==> src/design/arbb_pkg.sv <==
package arbb_pkg;

    // Fixed field widths
    localparam int DATA_W        = 32;
    localparam int SIZE_W        = 31;
    localparam int PROD_W        = 2 * DATA_W;
    localparam int CFG_IDX_W     = 3;
    localparam int FRAC_BITS_DEF = 16;

    localparam logic [DATA_W-1:0] S32_MAX = {1'b0, {(DATA_W-1){1'b1}}};
    localparam logic [DATA_W-1:0] S32_MIN = {1'b1, {(DATA_W-1){1'b0}}};
    localparam logic [SIZE_W-1:0] U31_MAX = {SIZE_W{1'b1}};

    // Register indexes on the configuration port
    typedef enum logic [CFG_IDX_W-1:0] {
        REG_COEF_XX  = 3'd0,
        REG_COEF_XY  = 3'd1,
        REG_OFFSET_X = 3'd2,
        REG_COEF_YX  = 3'd3,
        REG_COEF_YY  = 3'd4,
        REG_OFFSET_Y = 3'd5
    } t_reg_idx;

    // Transform mode of a request
    localparam logic MODE_POINT = 1'b0;
    localparam logic MODE_RECT  = 1'b1;

    typedef struct packed {
        logic                     mode;
        logic signed [DATA_W-1:0] pos_x;
        logic signed [DATA_W-1:0] pos_y;
        logic signed [DATA_W-1:0] size_w;
        logic signed [DATA_W-1:0] size_h;
    } t_in_item;

    typedef struct packed {
        logic signed [DATA_W-1:0] res_x;
        logic signed [DATA_W-1:0] res_y;
        logic        [SIZE_W-1:0] res_w;
        logic        [SIZE_W-1:0] res_h;
        logic                     saturated;
    } t_out_item;

    // Affine matrix held by the register file
    typedef struct packed {
        logic signed [DATA_W-1:0] coef_xx;
        logic signed [DATA_W-1:0] coef_xy;
        logic signed [DATA_W-1:0] offset_x;
        logic signed [DATA_W-1:0] coef_yx;
        logic signed [DATA_W-1:0] coef_yy;
        logic signed [DATA_W-1:0] offset_y;
    } t_coefs;

    // Control that travels along with a request through the stages
    typedef struct packed {
        logic valid;
        logic mode;
        logic sat;
    } t_ctl;

endpackage

==> src/design/arbb_cfg_regs.sv <==
module arbb_cfg_regs #(
    parameter int FRAC_BITS = arbb_pkg::FRAC_BITS_DEF
) (
    input  logic                                  i_clk,
    input  logic                                  i_rst_n,
    input  logic                                  i_cfg_wr_en,
    input  logic [arbb_pkg::CFG_IDX_W-1:0]        i_cfg_idx,
    input  logic [arbb_pkg::DATA_W-1:0]           i_cfg_wdata,
    output arbb_pkg::t_coefs                      o_coefs
);
    import arbb_pkg::*;

    localparam logic [DATA_W-1:0] ONE_FX = DATA_W'(1) << FRAC_BITS;

    t_coefs r_coefs;

    // Reset to identity, write the addressed register, drop unknown indexes
    always_ff @(posedge i_clk) begin
        if (!i_rst_n) begin
            r_coefs <= '{coef_xx: ONE_FX, coef_yy: ONE_FX, default: '0};
        end else if (i_cfg_wr_en) begin
            case (i_cfg_idx)
                REG_COEF_XX:  r_coefs.coef_xx  <= i_cfg_wdata;
                REG_COEF_XY:  r_coefs.coef_xy  <= i_cfg_wdata;
                REG_OFFSET_X: r_coefs.offset_x <= i_cfg_wdata;
                REG_COEF_YX:  r_coefs.coef_yx  <= i_cfg_wdata;
                REG_COEF_YY:  r_coefs.coef_yy  <= i_cfg_wdata;
                REG_OFFSET_Y: r_coefs.offset_y <= i_cfg_wdata;
                default: ;
            endcase
        end
    end

    assign o_coefs = r_coefs;

endmodule

==> config.mk <==
export PLATFORM = sky130hd
export DESIGN_NAME = arbb_cfg_regs
export DESIGN_NICKNAME = d
export VERILOG_FILES = /design/src/design/arbb_pkg.sv /design/src/design/arbb_cfg_regs.sv
export SDC_FILE = /design/constraint.sdc
export NUM_CORES = 1
export LEC_CHECK = 0
export CORE_MARGIN = 3
export CORE_UTILIZATION = 62
export DETAILED_ROUTE_END_ITERATION = 7
export DONT_BUFFER_PORTS = 1
export PLACE_DENSITY = 0.9
export SLEW_MARGIN = 30
export SYNTH_ARGS = -nofsm -noshare
export SYNTH_HDL_FRONTEND = slang
export SYNTH_SLANG_ARGS = --single-unit
==> constraint.sdc <==
create_clock -name i_clk -period 1.6 [get_ports i_clk]
set_input_delay 0.24 -clock i_clk [delete_from_list [all_inputs] [get_ports i_clk]]
set_output_delay 0.24 -clock i_clk [all_outputs]
set_load 0.02 [all_outputs]
Word-level counts from Yosys, hierarchy flattened

Cells that the tools add are included.

Output and inout port bits: 192
Input bits: 38
Register bits after elaboration: 192

Reductions and logical operators: 7
Equal/unequal tests: 5

Operators with widths:

| kind                                                                   | count |
|---|---|
| 2-bit AND reduction                                                    | 6 |
| 3-bit by 2-bit equality test with 1-bit output (second input constant) | 2 |
| 3-bit equality test (second input constant)                            | 2 |
| 3-bit by 1-bit equality test with 1-bit output (second input constant) | 1 |
| 3-bit logical NOT                                                      | 1 |

Logic depth before layout (Yosys ltp)

Word-level depth: 2
Mapped depth: 5

Least setup slack after synthesis

Ideal clock, no wire load.

Path type: in2reg
Start: in i_cfg_idx[0] (netlist name)
End: reg r_coefs, in the netlist o_coefs[160]
Arrival: 1.154 ns
Required time: 1.528 ns
Setup slack: 0.374 ns
Cell stages on the path: 4
Path through: buf_6 nor4b_4 buf_6 mux2i_1

Word-level cells in the longest chain between the ends: 2

RTL lines:

| what                                 | line                | source |
|---|---|---|
| from (decl)                          | arbb_cfg_regs.sv:7  | `input logic [arbb_pkg::CFG_IDX_W-1:0] i_cfg_idx,` |
| 3-bit logical NOT                    | arbb_cfg_regs.sv:22 | `case (i_cfg_idx)` |
| 2-bit AND reduction (no source line) | --                  |  |
| to (decl)                            | arbb_cfg_regs.sv:15 | `t_coefs r_coefs;` |

Every way passes these cells.
A chain may end at the register's enable or synchronous reset.

==> impl_summary.md <==
Status
The flow ran to the end, and the final reports show no timing, DRC or antenna violations.

Critical path
Data on the critical path is required at its endpoint by 1.93 ns. The worst setup path category is flop to flop. The maximum fanout along the worst path is 2. The worst setup path is launched from a flop.

On the critical path, the stage with the largest delay is an instance of dlygate4sd3_1. Traced cell by cell, the critical path runs through nand2_1 -> dlygate4sd3_1 -> mux2i_1. For this run, the slowest stage of the critical path takes just under 0.6 ns. The endpoint class of the critical path is a flop. The worst register-to-register path has a depth of 3. The arrival time of the worst setup path is 1.73 ns.

Synthesis
The sequential fraction of the synthesis area is 0.551. The number of different library cells used by synthesis comes to 12. The post-synthesis area per instance is approximately 11 sq um. The count of state elements after synthesis is around 190. Counting every net in the synthesized netlist gives 700.

The synthesis warning total is 0. In this run the cell area of the synthesized design comes to 6980 sq um. The instance count of the mapped netlist is ~660.

CTS
The total of cells resized after clock tree synthesis is 0. In this run the deepest clock path goes through 2 buffers. The clock reaches the later pin of the worst-skew pair after between 0.4 and 0.5 ns. The cell at the root of the clock tree is clkbuf_16. The level count of the clock H-tree is 4.

The CTS tree is done. Clock-pin slew was measured on the worst setup and hold paths at roughly 0.07 ns. The number of hold-repair buffers added at the cts stage is 57.

The number of setup buffers added after CTS is 0. Clock tree synthesis inserted a total of 17 buffers. Counting every sink on the clock net gives about 190.

Pwr
Summed over all cells, the static leakage comes to ~3.6 nW. The largest vdd supply drop is 703 uV. For this design the ratio of total power to cell area is about 1200 nW/um^2.

Die
The die outline width is approximately 110 microns. The placeable core region is between 10000 and 15000 sq um. The area of the die is between 10000 and 15000 sq um. The die is between 100 and 150 microns tall.

The initialized floorplan defines 38 standard-cell rows. between 200 and 250 I/O pins were placed. The initial utilization of the core area, before any placement, comes to 0.638.

Global route
The overall global routing resource usage is 0.286. The pin count of the biggest net entering global routing is ~110. The first global-routing pass estimated 28600 microns of wire. The number of antenna violations at the first check in global routing was 0. The total grt overflow is 0.

The via count of the first global-routing pass is between 5000 and 6000.

Timing
The worst-case headroom to the max-slew limit is 0.589. The final count of hold timing violations was 0. Setup repair after global routing left no endpoint under its margin. The period utilization is 0.877. The worst clock skew is 0 ns. The achievable frequency is about 710 MHz. Setup violations remaining at the end of the flow were counted as 0. At the pin with the least slew margin, the transition time is a little over 0.6 ns. The setup TNS is 0 ns. The number of pins exceeding their max-slew limit in the final report is 0.

The minimum clock period after layout is 1.40 ns.

Min path
The number of cells on the worst hold path is 2. The min-delay analysis places its worst path in the category input pin to flop.

Routing
The number of design-rule violations left by the first detailed-router iteration is 353. After detailed routing, the average wire length per cell comes to roughly 21 microns. Once detail routing completed, the nets flagged for antenna violations numbered 0. The routed layout has between 5000 and 6000 vias. After detailed routing, the number of vias per cell comes to slightly below 6. After detailed routing, the total wire length is approximately 18000 microns.

The number of detailed-routing iterations run before antenna repair is 5. After detailed routing, the number of remaining DRC violations is 0.

Finish
In the final design database the tool counted approximately 740 nets. 0 antenna diodes ended up in the layout. The share of layout cells above drive strength 1 is 0.0606. At the end of the flow the core is filled with cells to 0.749. The area growth from synthesis to layout is 17.3%. The register with the most flip-flops in the layout has about 190 of them.

Flow run
The reported max-cap violation count is 0.

Placement
Port buffering added 0 buffers. Routability-driven placement finished with a final weighted congestion of approximately 0.8. The post-detailed-placement half-perimeter wirelength is 10400 microns.
-- where the power goes --
group	switching (mW)	total [mW]	internal, mW
Combinational	0.252	0.423	0.172
Clock	1.80	4.16	2.36
Sequential	0.213	5.10	4.88
Total	2.26	9.68	7.41
-- per-stage QoR --
stage / cell area, sq um / hold slack, ns / instances / power, mW / setup WS [ns]
finish: 8190 / 0.0145 / 850 / 9.68 / 0.198
global placement: 7000 / 0.405 / 761 / 5.50 / 0.461
floorplan: 6980 / 0.410 / 662 / 5.50 / 0.374
detailed placement: 7000 / 0.409 / 761 / 5.52 / 0.381
global route: 8190 / 0.0190 / 850 / 9.96 / 0.137
CTS: 8190 / 0.000605 / 850 / 9.72 / 0.279
-- worst max-delay path, delay by kind of cell (launching register included) --
kind                   cells  cell delay (ns)
buffers and inverters      1             0.59
flip-flops                 1             0.45
multiplexers               1             0.20
AND/OR/NAND/NOR            1             0.07
-- cells by family (layout without fill, tap and decap cells) --
| group | Yosys count | in the layout | share of synthesized area |
|---|---|---|---|
| and+or+nand+nor | 231 | 231 | 0.133 |
| DFF | 192 | 192 | 0.551 |
| muxes | 192 | 192 | 0.275 |
| buffers and inverters | 47 | 95 | 0.0412 |
-- final timing paths --
check               start           end  slack, ns
max          o_coefs[135]  o_coefs[135]       0.20
max reg2reg  o_coefs[135]  o_coefs[135]       0.20
min reg2reg   o_coefs[51]   o_coefs[51]       0.56
min               i_rst_n   o_coefs[57]       0.01
-- per-layer routing --
layer	vias up	track usage	wire, microns
li1	2259	-	-
met1	2473	0.317	6910
met2	234	0.490	9150
met3	51	0.0997	1580
met4	0	0.139	620
met5	-	0	0
-- cell type report --
class,instances,area [sq um]
Clock buffer,20,447
Sequential cell,192,3840
Multi-Input combinational cell,423,2880
Clock inverter,12,135
Tap cell,140,175
Fill cell,697,2750
Timing Repair Buffer,63,703
-- cell usage after synthesis --
library cell  instances  share of area
dfxtp_1             192           0.55
buf_6                 7          0.011
nor2b_1               3         0.0027
nand4b_1              2         0.0025
nor4b_4               1         0.0034
buf_4                12          0.013
buf_2                11         0.0079
nand4bb_1             2         0.0032
mux2i_1             192           0.28
nand2_1             222           0.12
clkbuf_1             17         0.0091
and4bb_2              1         0.0018
-- layout by cell type (no fill, tap or decap) --
| cell type | n |
|---|---|
| and4bb_2 | 1 |
| buf_12 | 6 |
| buf_16 | 1 |
| buf_4 | 2 |
| bufinv_16 | 2 |
| clkbuf_1 | 2 |
| clkbuf_16 | 17 |
| clkbuf_8 | 1 |
| clkinv_2 | 3 |
| clkinv_4 | 4 |
| clkinvlp_4 | 1 |
| dfxtp_1 | 192 |
| dlygate4sd3_1 | 54 |
| inv_6 | 2 |
| mux2i_1 | 192 |
| nand2_1 | 222 |
| nand4b_1 | 2 |
| nand4bb_4 | 2 |
| nor2b_1 | 3 |
| nor4b_4 | 1 |
Note: power is estimated with default switching activity, not from simulation.
