[src/design/arbb_pkg.sv]
package arbb_pkg;

    // Fixed field widths
    localparam int DATA_W        = 32;
    localparam int SIZE_W        = 31;
    localparam int PROD_W        = 2 * DATA_W;
    localparam int CFG_IDX_W     = 3;
    localparam int FRAC_BITS_DEF = 16;

    localparam logic [DATA_W-1:0] S32_MAX = {1'b0, {(DATA_W-1){1'b1}}};
    localparam logic [DATA_W-1:0] S32_MIN = {1'b1, {(DATA_W-1){1'b0}}};
    localparam logic [SIZE_W-1:0] U31_MAX = {SIZE_W{1'b1}};

    // Register indexes on the configuration port
    typedef enum logic [CFG_IDX_W-1:0] {
        REG_COEF_XX  = 3'd0,
        REG_COEF_XY  = 3'd1,
        REG_OFFSET_X = 3'd2,
        REG_COEF_YX  = 3'd3,
        REG_COEF_YY  = 3'd4,
        REG_OFFSET_Y = 3'd5
    } t_reg_idx;

    // Transform mode of a request
    localparam logic MODE_POINT = 1'b0;
    localparam logic MODE_RECT  = 1'b1;

    typedef struct packed {
        logic                     mode;
        logic signed [DATA_W-1:0] pos_x;
        logic signed [DATA_W-1:0] pos_y;
        logic signed [DATA_W-1:0] size_w;
        logic signed [DATA_W-1:0] size_h;
    } t_in_item;

    typedef struct packed {
        logic signed [DATA_W-1:0] res_x;
        logic signed [DATA_W-1:0] res_y;
        logic        [SIZE_W-1:0] res_w;
        logic        [SIZE_W-1:0] res_h;
        logic                     saturated;
    } t_out_item;

    // Affine matrix held by the register file
    typedef struct packed {
        logic signed [DATA_W-1:0] coef_xx;
        logic signed [DATA_W-1:0] coef_xy;
        logic signed [DATA_W-1:0] offset_x;
        logic signed [DATA_W-1:0] coef_yx;
        logic signed [DATA_W-1:0] coef_yy;
        logic signed [DATA_W-1:0] offset_y;
    } t_coefs;

    // Control that travels along with a request through the stages
    typedef struct packed {
        logic valid;
        logic mode;
        logic sat;
    } t_ctl;

endpackage

[src/design/arbb_box_stage.sv]
module arbb_box_stage #(
    parameter int FRAC_BITS = arbb_pkg::FRAC_BITS_DEF,
    parameter int PS_W      = arbb_pkg::PROD_W - FRAC_BITS
) (
    input  logic                                  i_clk,
    input  logic                                  i_rst_n,
    input  arbb_pkg::t_ctl                        i_ctl,
    input  logic signed [PS_W-1:0]                i_ax0,
    input  logic signed [PS_W-1:0]                i_ax1,
    input  logic signed [PS_W-1:0]                i_by0,
    input  logic signed [PS_W-1:0]                i_by1,
    input  logic signed [PS_W-1:0]                i_cx0,
    input  logic signed [PS_W-1:0]                i_cx1,
    input  logic signed [PS_W-1:0]                i_dy0,
    input  logic signed [PS_W-1:0]                i_dy1,
    input  arbb_pkg::t_coefs                      i_coefs,
    output logic                                  o_strobe,
    output arbb_pkg::t_out_item                   o_res
);
    import arbb_pkg::*;

    localparam int SUM_W = PS_W + 2;

    // Stage one: box edges before clipping
    t_ctl                    r_ctl;
    logic signed [SUM_W-1:0] r_lo_x, r_hi_x, r_lo_y, r_hi_y;
    logic signed [SUM_W-1:0] n_lo_x, n_hi_x, n_lo_y, n_hi_y;
    logic signed [PS_W-1:0]  w_min_a, w_max_a, w_min_b, w_max_b;
    logic signed [PS_W-1:0]  w_min_c, w_max_c, w_min_d, w_max_d;

    // Stage two: clipped result
    logic                    r_strobe;
    t_out_item               r_res;
    t_out_item               n_res;
    logic signed [SUM_W-1:0] w_dw, w_dh;
    logic                    w_sat_x, w_sat_y, w_sat_w, w_sat_h;

    function automatic logic is_ovf32(input logic signed [SUM_W-1:0] v);
        return v[SUM_W-1:DATA_W-1] != {(SUM_W-DATA_W+1){v[DATA_W-1]}};
    endfunction

    function automatic logic [DATA_W-1:0] sat32(input logic signed [SUM_W-1:0] v);
        logic [DATA_W-1:0] res;
        if (!is_ovf32(v)) begin
            res = v[DATA_W-1:0];
        end else if (v[SUM_W-1]) begin
            res = S32_MIN;
        end else begin
            res = S32_MAX;
        end
        return res;
    endfunction

    // Take min and max per term; point mode uses the first corner only
    always_comb begin
        w_min_a = (i_ax1 < i_ax0) ? i_ax1 : i_ax0;
        w_max_a = (i_ax1 > i_ax0) ? i_ax1 : i_ax0;
        w_min_b = (i_by1 < i_by0) ? i_by1 : i_by0;
        w_max_b = (i_by1 > i_by0) ? i_by1 : i_by0;
        w_min_c = (i_cx1 < i_cx0) ? i_cx1 : i_cx0;
        w_max_c = (i_cx1 > i_cx0) ? i_cx1 : i_cx0;
        w_min_d = (i_dy1 < i_dy0) ? i_dy1 : i_dy0;
        w_max_d = (i_dy1 > i_dy0) ? i_dy1 : i_dy0;
        if (i_ctl.mode == MODE_RECT) begin
            n_lo_x = SUM_W'(w_min_a) + SUM_W'(w_min_b) + SUM_W'(i_coefs.offset_x);
            n_hi_x = SUM_W'(w_max_a) + SUM_W'(w_max_b) + SUM_W'(i_coefs.offset_x);
            n_lo_y = SUM_W'(w_min_c) + SUM_W'(w_min_d) + SUM_W'(i_coefs.offset_y);
            n_hi_y = SUM_W'(w_max_c) + SUM_W'(w_max_d) + SUM_W'(i_coefs.offset_y);
        end else begin
            n_lo_x = SUM_W'(i_ax0) + SUM_W'(i_by0) + SUM_W'(i_coefs.offset_x);
            n_lo_y = SUM_W'(i_cx0) + SUM_W'(i_dy0) + SUM_W'(i_coefs.offset_y);
            n_hi_x = n_lo_x;
            n_hi_y = n_lo_y;
        end
    end

    // Hold the box edges
    always_ff @(posedge i_clk) begin
        if (!i_rst_n) begin
            r_ctl <= '0;
        end else begin
            r_ctl <= i_ctl;
        end
    end

    always_ff @(posedge i_clk) begin
        r_lo_x <= n_lo_x;
        r_hi_x <= n_hi_x;
        r_lo_y <= n_lo_y;
        r_hi_y <= n_hi_y;
    end

    // Clip the low edges to 32 bits and sizes to 31 bits; flag any clipping
    always_comb begin
        w_dw    = r_hi_x - r_lo_x;
        w_dh    = r_hi_y - r_lo_y;
        w_sat_x = is_ovf32(r_lo_x);
        w_sat_y = is_ovf32(r_lo_y);
        w_sat_w = w_dw[SUM_W-1:SIZE_W] != '0;
        w_sat_h = w_dh[SUM_W-1:SIZE_W] != '0;
        n_res.res_x     = sat32(r_lo_x);
        n_res.res_y     = sat32(r_lo_y);
        n_res.res_w     = w_sat_w ? U31_MAX : w_dw[SIZE_W-1:0];
        n_res.res_h     = w_sat_h ? U31_MAX : w_dh[SIZE_W-1:0];
        n_res.saturated = r_ctl.sat | w_sat_x | w_sat_y | w_sat_w | w_sat_h;
    end

    // Register the result and its strobe
    always_ff @(posedge i_clk) begin
        if (!i_rst_n) begin
            r_strobe <= 1'b0;
        end else begin
            r_strobe <= r_ctl.valid;
        end
    end

    always_ff @(posedge i_clk) begin
        r_res <= n_res;
    end

    assign o_strobe = r_strobe;
    assign o_res    = r_res;

endmodule

[config.mk]
export PLATFORM = sky130hd
export DESIGN_NAME = arbb_box_stage
export DESIGN_NICKNAME = d
export VERILOG_FILES = /design/src/design/arbb_pkg.sv /design/src/design/arbb_box_stage.sv
export SDC_FILE = /design/constraint.sdc
export NUM_CORES = 2
export LEC_CHECK = 0
export ABC_AREA = 1
export BUFFER_PORTS_ARGS = -buffer_cell sky130_fd_sc_hd__buf_2
export CORE_MARGIN = 2
export CORE_UTILIZATION = 50
export DETAILED_ROUTE_END_ITERATION = 6
export GPL_TIMING_DRIVEN = 0
export MAX_ROUTING_LAYER = met4
export PLACE_DENSITY = 0.71
export SYNTH_ARGS = -nofsm -noshare
export SYNTH_HDL_FRONTEND = slang
export SYNTH_SLANG_ARGS = --single-unit
[constraint.sdc]
create_clock -name i_clk -period 5.3 [get_ports i_clk]
set_input_delay 0.53 -clock i_clk [delete_from_list [all_inputs] [get_ports i_clk]]
set_output_delay 0.53 -clock i_clk [all_outputs]
set_load 0.1 [all_outputs]
* Yosys cells after proc, flatten, opt, wreduce, memory -nomap -nowiden *
Index checks and enable logic that the tools add are counted.

word-level totals
  flip-flop bits (word level) = 330
  input bits = 581
  RAM bits = 0
  output and inout bits = 128
  memories = 0
  memory bits (read-only) = 0
  latch bits = 0

cells by class
  multipliers = 0
  bitwise gates (word level) = 4
  order comparisons = 8
  add/subtract/negate cells = 14
  equality and inequality tests = 2
  reduce and logical (&&, ||, !) cells = 2
  shifts and indexed selects = 0
  divide/modulo/power cells = 0
  multiplexer cells = 16

operators by type and width
  kind                number
  $mux 48             8
  $add 49x32->50      6
  $add 48x48->49      6
  $mux 50             4
  $gt 48x48->1        4
  $lt 48x48->1        4
  $mux 32             4
  $sub 50x50->50      2
  $reduce_bool 19->1  2
  $ne 18x18->1        2
  $or 1x1->1          4

* Longest topological paths before layout *
  depth after elaboration = 5
  mapped depth = 36

* Worst setup path before layout *
Ideal clock, no wire load.

  path kind = in2reg
  start = in i_by0[47]
  end = reg r_hi_x[33]
  cell stages on the path = 28
  buffers on the path = 2
  arrival = 4.564 ns
  setup time = 0.074 ns
  setup slack = 0.661 ns
  data required time = 5.226 ns
  path through = inv_1 ha_1 nand2_1 nor2_2 nand4_2 nor4_4 and3_1 nand2_1 nand4_1 nand2_2 buf_4 buf_4 nand3b_1 nand2_1 fa_1 inv_1 ha_1 fa_1 nand3_1 nand2_1 a21oi_1 inv_1 a21oi_1 o21ai_0 a21o_1 nand2_1 nand2_1 o21ai_0

between the ends
  cells in the longest elaborated chain, start to end = 5

RTL lines
  element                 line                  RTL
  start: declaration      arbb_box_stage.sv:10  input logic signed [PS_W-1:0] i_by0,
  $gt 48x48->1            arbb_box_stage.sv:59  w_max_b = (i_by1 > i_by0) ? i_by1 : i_by0;
  $mux 48                 arbb_box_stage.sv:59
  $add 48x48->49          arbb_box_stage.sv:66  n_hi_x = SUM_W'(w_max_a) + SUM_W'(w_max_b) + SUM_W'(i_coefs.offset_x);
  $add 49x32->50          arbb_box_stage.sv:66
  $mux 50                 arbb_box_stage.sv:64  if (i_ctl.mode == MODE_RECT) begin
  named net n_hi_x[33]    arbb_box_stage.sv:27  logic signed [SUM_W-1:0] n_lo_x, n_hi_x, n_lo_y, n_hi_y;
  end signal: assignment  arbb_box_stage.sv:88  r_hi_x <= n_hi_x;
  end: declaration        arbb_box_stage.sv:26  logic signed [SUM_W-1:0] r_lo_x, r_hi_x, r_lo_y, r_hi_y;

The timed path passes the listed nets, and every way through them passes these cells.
A chain may end at the register's enable or synchronous reset.

* Worst setup path in the final report *
  start = in i_cx0[1]
  end = reg r_lo_y[13]

between the ends
  cells in the longest elaborated chain, start to end = 5
  elaborated cells on any way between the ends = 7

RTL lines
  element                 line                  RTL
  start: declaration      arbb_box_stage.sv:12  input logic signed [PS_W-1:0] i_cx0,
  $lt 48x48->1            arbb_box_stage.sv:60  w_min_c = (i_cx1 < i_cx0) ? i_cx1 : i_cx0;
  $mux 48                 arbb_box_stage.sv:60
  $add 48x48->49          arbb_box_stage.sv:67  n_lo_y = SUM_W'(w_min_c) + SUM_W'(w_min_d) + SUM_W'(i_coefs.offset_y);
  $add 49x32->50          arbb_box_stage.sv:67
  $mux 50 *               arbb_box_stage.sv:64
  named net n_lo_y[13]    arbb_box_stage.sv:27
  end signal: assignment  arbb_box_stage.sv:89  r_lo_y <= n_lo_y;
  end: declaration        arbb_box_stage.sv:26

Mark *: on every way through the listed nets, which the timed path passes. The rest lies on a longest branch.

==> impl_metrics.toml <==
[clocking]
clk_latency_ns = 0.57
cts_tree = "built"
cts-buffers-inserted = 25
clk_transition_reported_paths_ns = 0.08
cts_hold_buf = 0
cts_sinks = 330
cts_max_level = 1
clk_path_buf_depth = 3
root_buffer = "clkbuf_16"

[timing]
rsz0062_at_grt = "yes"
drv_slew = 0
setup_viol = 21
skew_ns = 0.0145
worst_hold_slack_ns = 0.143
fmax_ghz = 0.182
worst_pin_slew_ns = 1.44
tns_ns = -0.823
finalCritPeriodShare_pct = 104
finalHoldViolCount = 0
period_minus_slack_ns = 5.49
fin_ws_ns = -0.191
relSlewSlack_pct = 4.32

[power_and_ir_drop]
power.density_nw_per_um2 = 631
vdd_drop_max_mv = 0.591
leakage_nw = 33.5

[placed_design]
post_dp_cell_area_um2 = 59500
io_buffers = 580
place_hpwl_mm = 246
dp_cells = 11100
gp_congestion = 1.16

[detailed_routing]
ant_nets = 0
firstDrtPassIters = 7
vias = 68000
wire_per_inst_um = 25.4
drc = 79
drtIter0Drc = 9894
via_per_inst = 6.04
wl_mm = 287

[critical_path]
critPathLaunchType = "primary input"
reg2reg_depth = 19
worstSetupPathType = "in2reg"
r2r_setup_slack_ns = 1.99
cp-end-kind = "flip-flop"
arrival_ns = 5.87
startpoint = "i_cx0[1]"
critical_path.max_stage_delay_ns = 0.74
worst-path-buf-inv = 6
worst-path-stages = 25
cp_max_fo = 10
slowest_stage = "o21ai_0"
critical-path-top-delay-family = "compound AO/OA/AOI/OAI gates"
critPathRequiredTime_ns = 5.68
reg2reg_from = "r_lo_x[21]$_DFF_P_"

[grt]
grt_max_degree = 26
grt_pass1_wl_mm = 400
gr-usage-all-layers_pct = 49.8
overflow = 0
grt_antenna_before_repair = 47
grt_pass1_vias = 62700

[die]
dieHeight_um = 335
start_util_pct = 50.4
die_area_um2 = 112000
core_um2 = 109000
die_width_um = 335
ios = 709
core.rowCount = 121

[min_path]
min_from = "i_ctl[2]"
hp-class = "in2reg"
worstHoldPathCells = 3

[outcome]
violations = "design-rule violations, negative setup slack"
status = "finished, violations left"

[yosys]
syn-num-nets = 10600
synth_edf_count = 0
async_flop_share_pct = 0
synth_ff_type = "dfxtp_1"
synth_cells = 9098
yosys_warnings = 0
ys_seq_area_share_pct = 12.1
ys_types = 57
synth.avg_cell_area_um2 = 6.02
ys_ff_latch = 330
syn-cell-area_um2 = 54800

[cells_and_area]
drive_gt1_share_pct = 17.1
finalInstanceArea_um2 = 66800
fin_cells = 11300
syn_to_final_growth_pct = 21.9
finalNetCount = 11300
utilization_pct = 61.4

[job]
cap_violations = 0
## state kept, by name, indices dropped and copies added, names as in the netlist
signal    cells
r_ctl         2
r_hi_x       50
o_strobe      1
r_lo_x       50
r_hi_y       50
o_res       127
r_lo_y       50
## per-stage QoR
stage / total power, mW / worst slack, ns
floorplan: 23.3 / 0.661
global placement: 33.2 / -2.92
detailed placement: 33.5 / -2.88
CTS: 37.7 / 0.000635
global route: 44.2 / -0.140
finish: 42.2 / -0.191
## report_power, final
group          total (mW)  switching (mW)  leakage (nW)  internal, mW
Clock                2.14           0.966         0.443          1.18
Sequential           3.95           0.393          2.76          3.56
Combinational        36.1            24.9          30.3          11.2
## cell usage in the layout (no fill, tap or decap), types with 26 or more instances in the layout
master / n
nand4_1: 185
inv_1: 1740
diode_2: 42
a21boi_0: 27
a31oi_1: 49
ha_1: 407
buf_4: 112
a21oi_2: 118
inv_2: 36
o21ai_2: 54
a21o_1: 35
o21ai_1: 153
xor2_1: 34
nand3_1: 233
o21a_1: 55
clkbuf_16: 26
nor2_2: 107
buf_2: 584
o21bai_1: 31
nand2_2: 100
nor3_1: 63
dfxtp_1: 330
nand3b_1: 96
fa_1: 287
a21oi_1: 545
ha_4: 142
ha_2: 29
clkbuf_1: 50
a21oi_4: 70
nand3_2: 33
nand2_1: 2327
buf_6: 27
xnor2_1: 89
o21ai_0: 576
nor2_1: 734
## routing by layer
| metal | vias to the layer above | global-route usage, % | share of wire (%) |
|---|---|---|---|
| met4 | 0 | 17.7 | 4.7 |
| met1 | 31600 | 66.4 | 39 |
| met3 | 814 | 20.3 | 17 |
| li1 | 30500 | - | - |
| met2 | 5125 | 66.6 | 38 |
| met5 | - | - | 0 |
## synth_stat cells (all sizes together) (3+ instances only)
cell type     n  area (um^2)
a211oi        5         37.5
a21boi       35          263
a21o         35          263
a21oi       733         3670
a311oi        3         26.3
a31oi        56          350
and2          6         37.5
and3         21          133
buf          78          497
clkbuf       85          319
dfxtp       330         6610
fa          296         5930
ha          578         7230
inv        1776         6670
nand2      2441         9190
nand3       271         1410
nand3b       96          721
nand4       186         1170
nor2        862         3270
nor3         88          445
nor3b         4         30.0
nor4         48          328
o2111ai       7         61.3
o211ai        7         52.6
o21a         55          413
o21ai       796         3990
o21bai       35          263
o221ai        6         52.6
o311ai        7         61.3
or2          11         68.8
xnor2        93          815
xor2         34          298
## cells by family (layout without fill, tap and decap cells)
kind of cell | Yosys count | count (layout) | synth area share, %
other cells | 0 | 42 | 0
fa+ha+maj | 874 | 874 | 24.0
simple gates | 4037 | 4038 | 30.7
compound gates | 1791 | 1791 | 17.5
xor+xnor | 127 | 127 | 2.03
buf+inv | 1939 | 2658 | 13.7
flops | 330 | 330 | 12.1
## tightest hold or removal path, cell delays in order
cell and delay [ns]:
buf_2 0.07, nand2_1 0.04, inv_1 0.04
## worst paths after layout
path                         endpoint
hold / removal    r_ctl[2]$_SDFF_PN0_
setup / recovery   r_lo_y[13]$_DFF_P_
hold reg to reg   o_strobe$_SDFF_PN0_
setup reg to reg     o_res[0]$_DFF_P_
## area by class of cell
cell class	instances	area (um^2)
buffer	160	1160
fill	10300	41900
tap	1414	1770
clock buffer	30	674
antenna	42	105
sequential	330	6610
clock inverter	14	239
multi-input combinational	6830	45800
inverter	1776	6670
timing repair buffer	678	3760
## repair_timing
action                     in CTS  in global routing
pin swaps                      53                174
setup endpoints to repair     192                165
cloned                          1                  1
buffers inserted               27                 68
resized for setup             663                803
No activity file was read; power rests on OpenSTA's default activity.
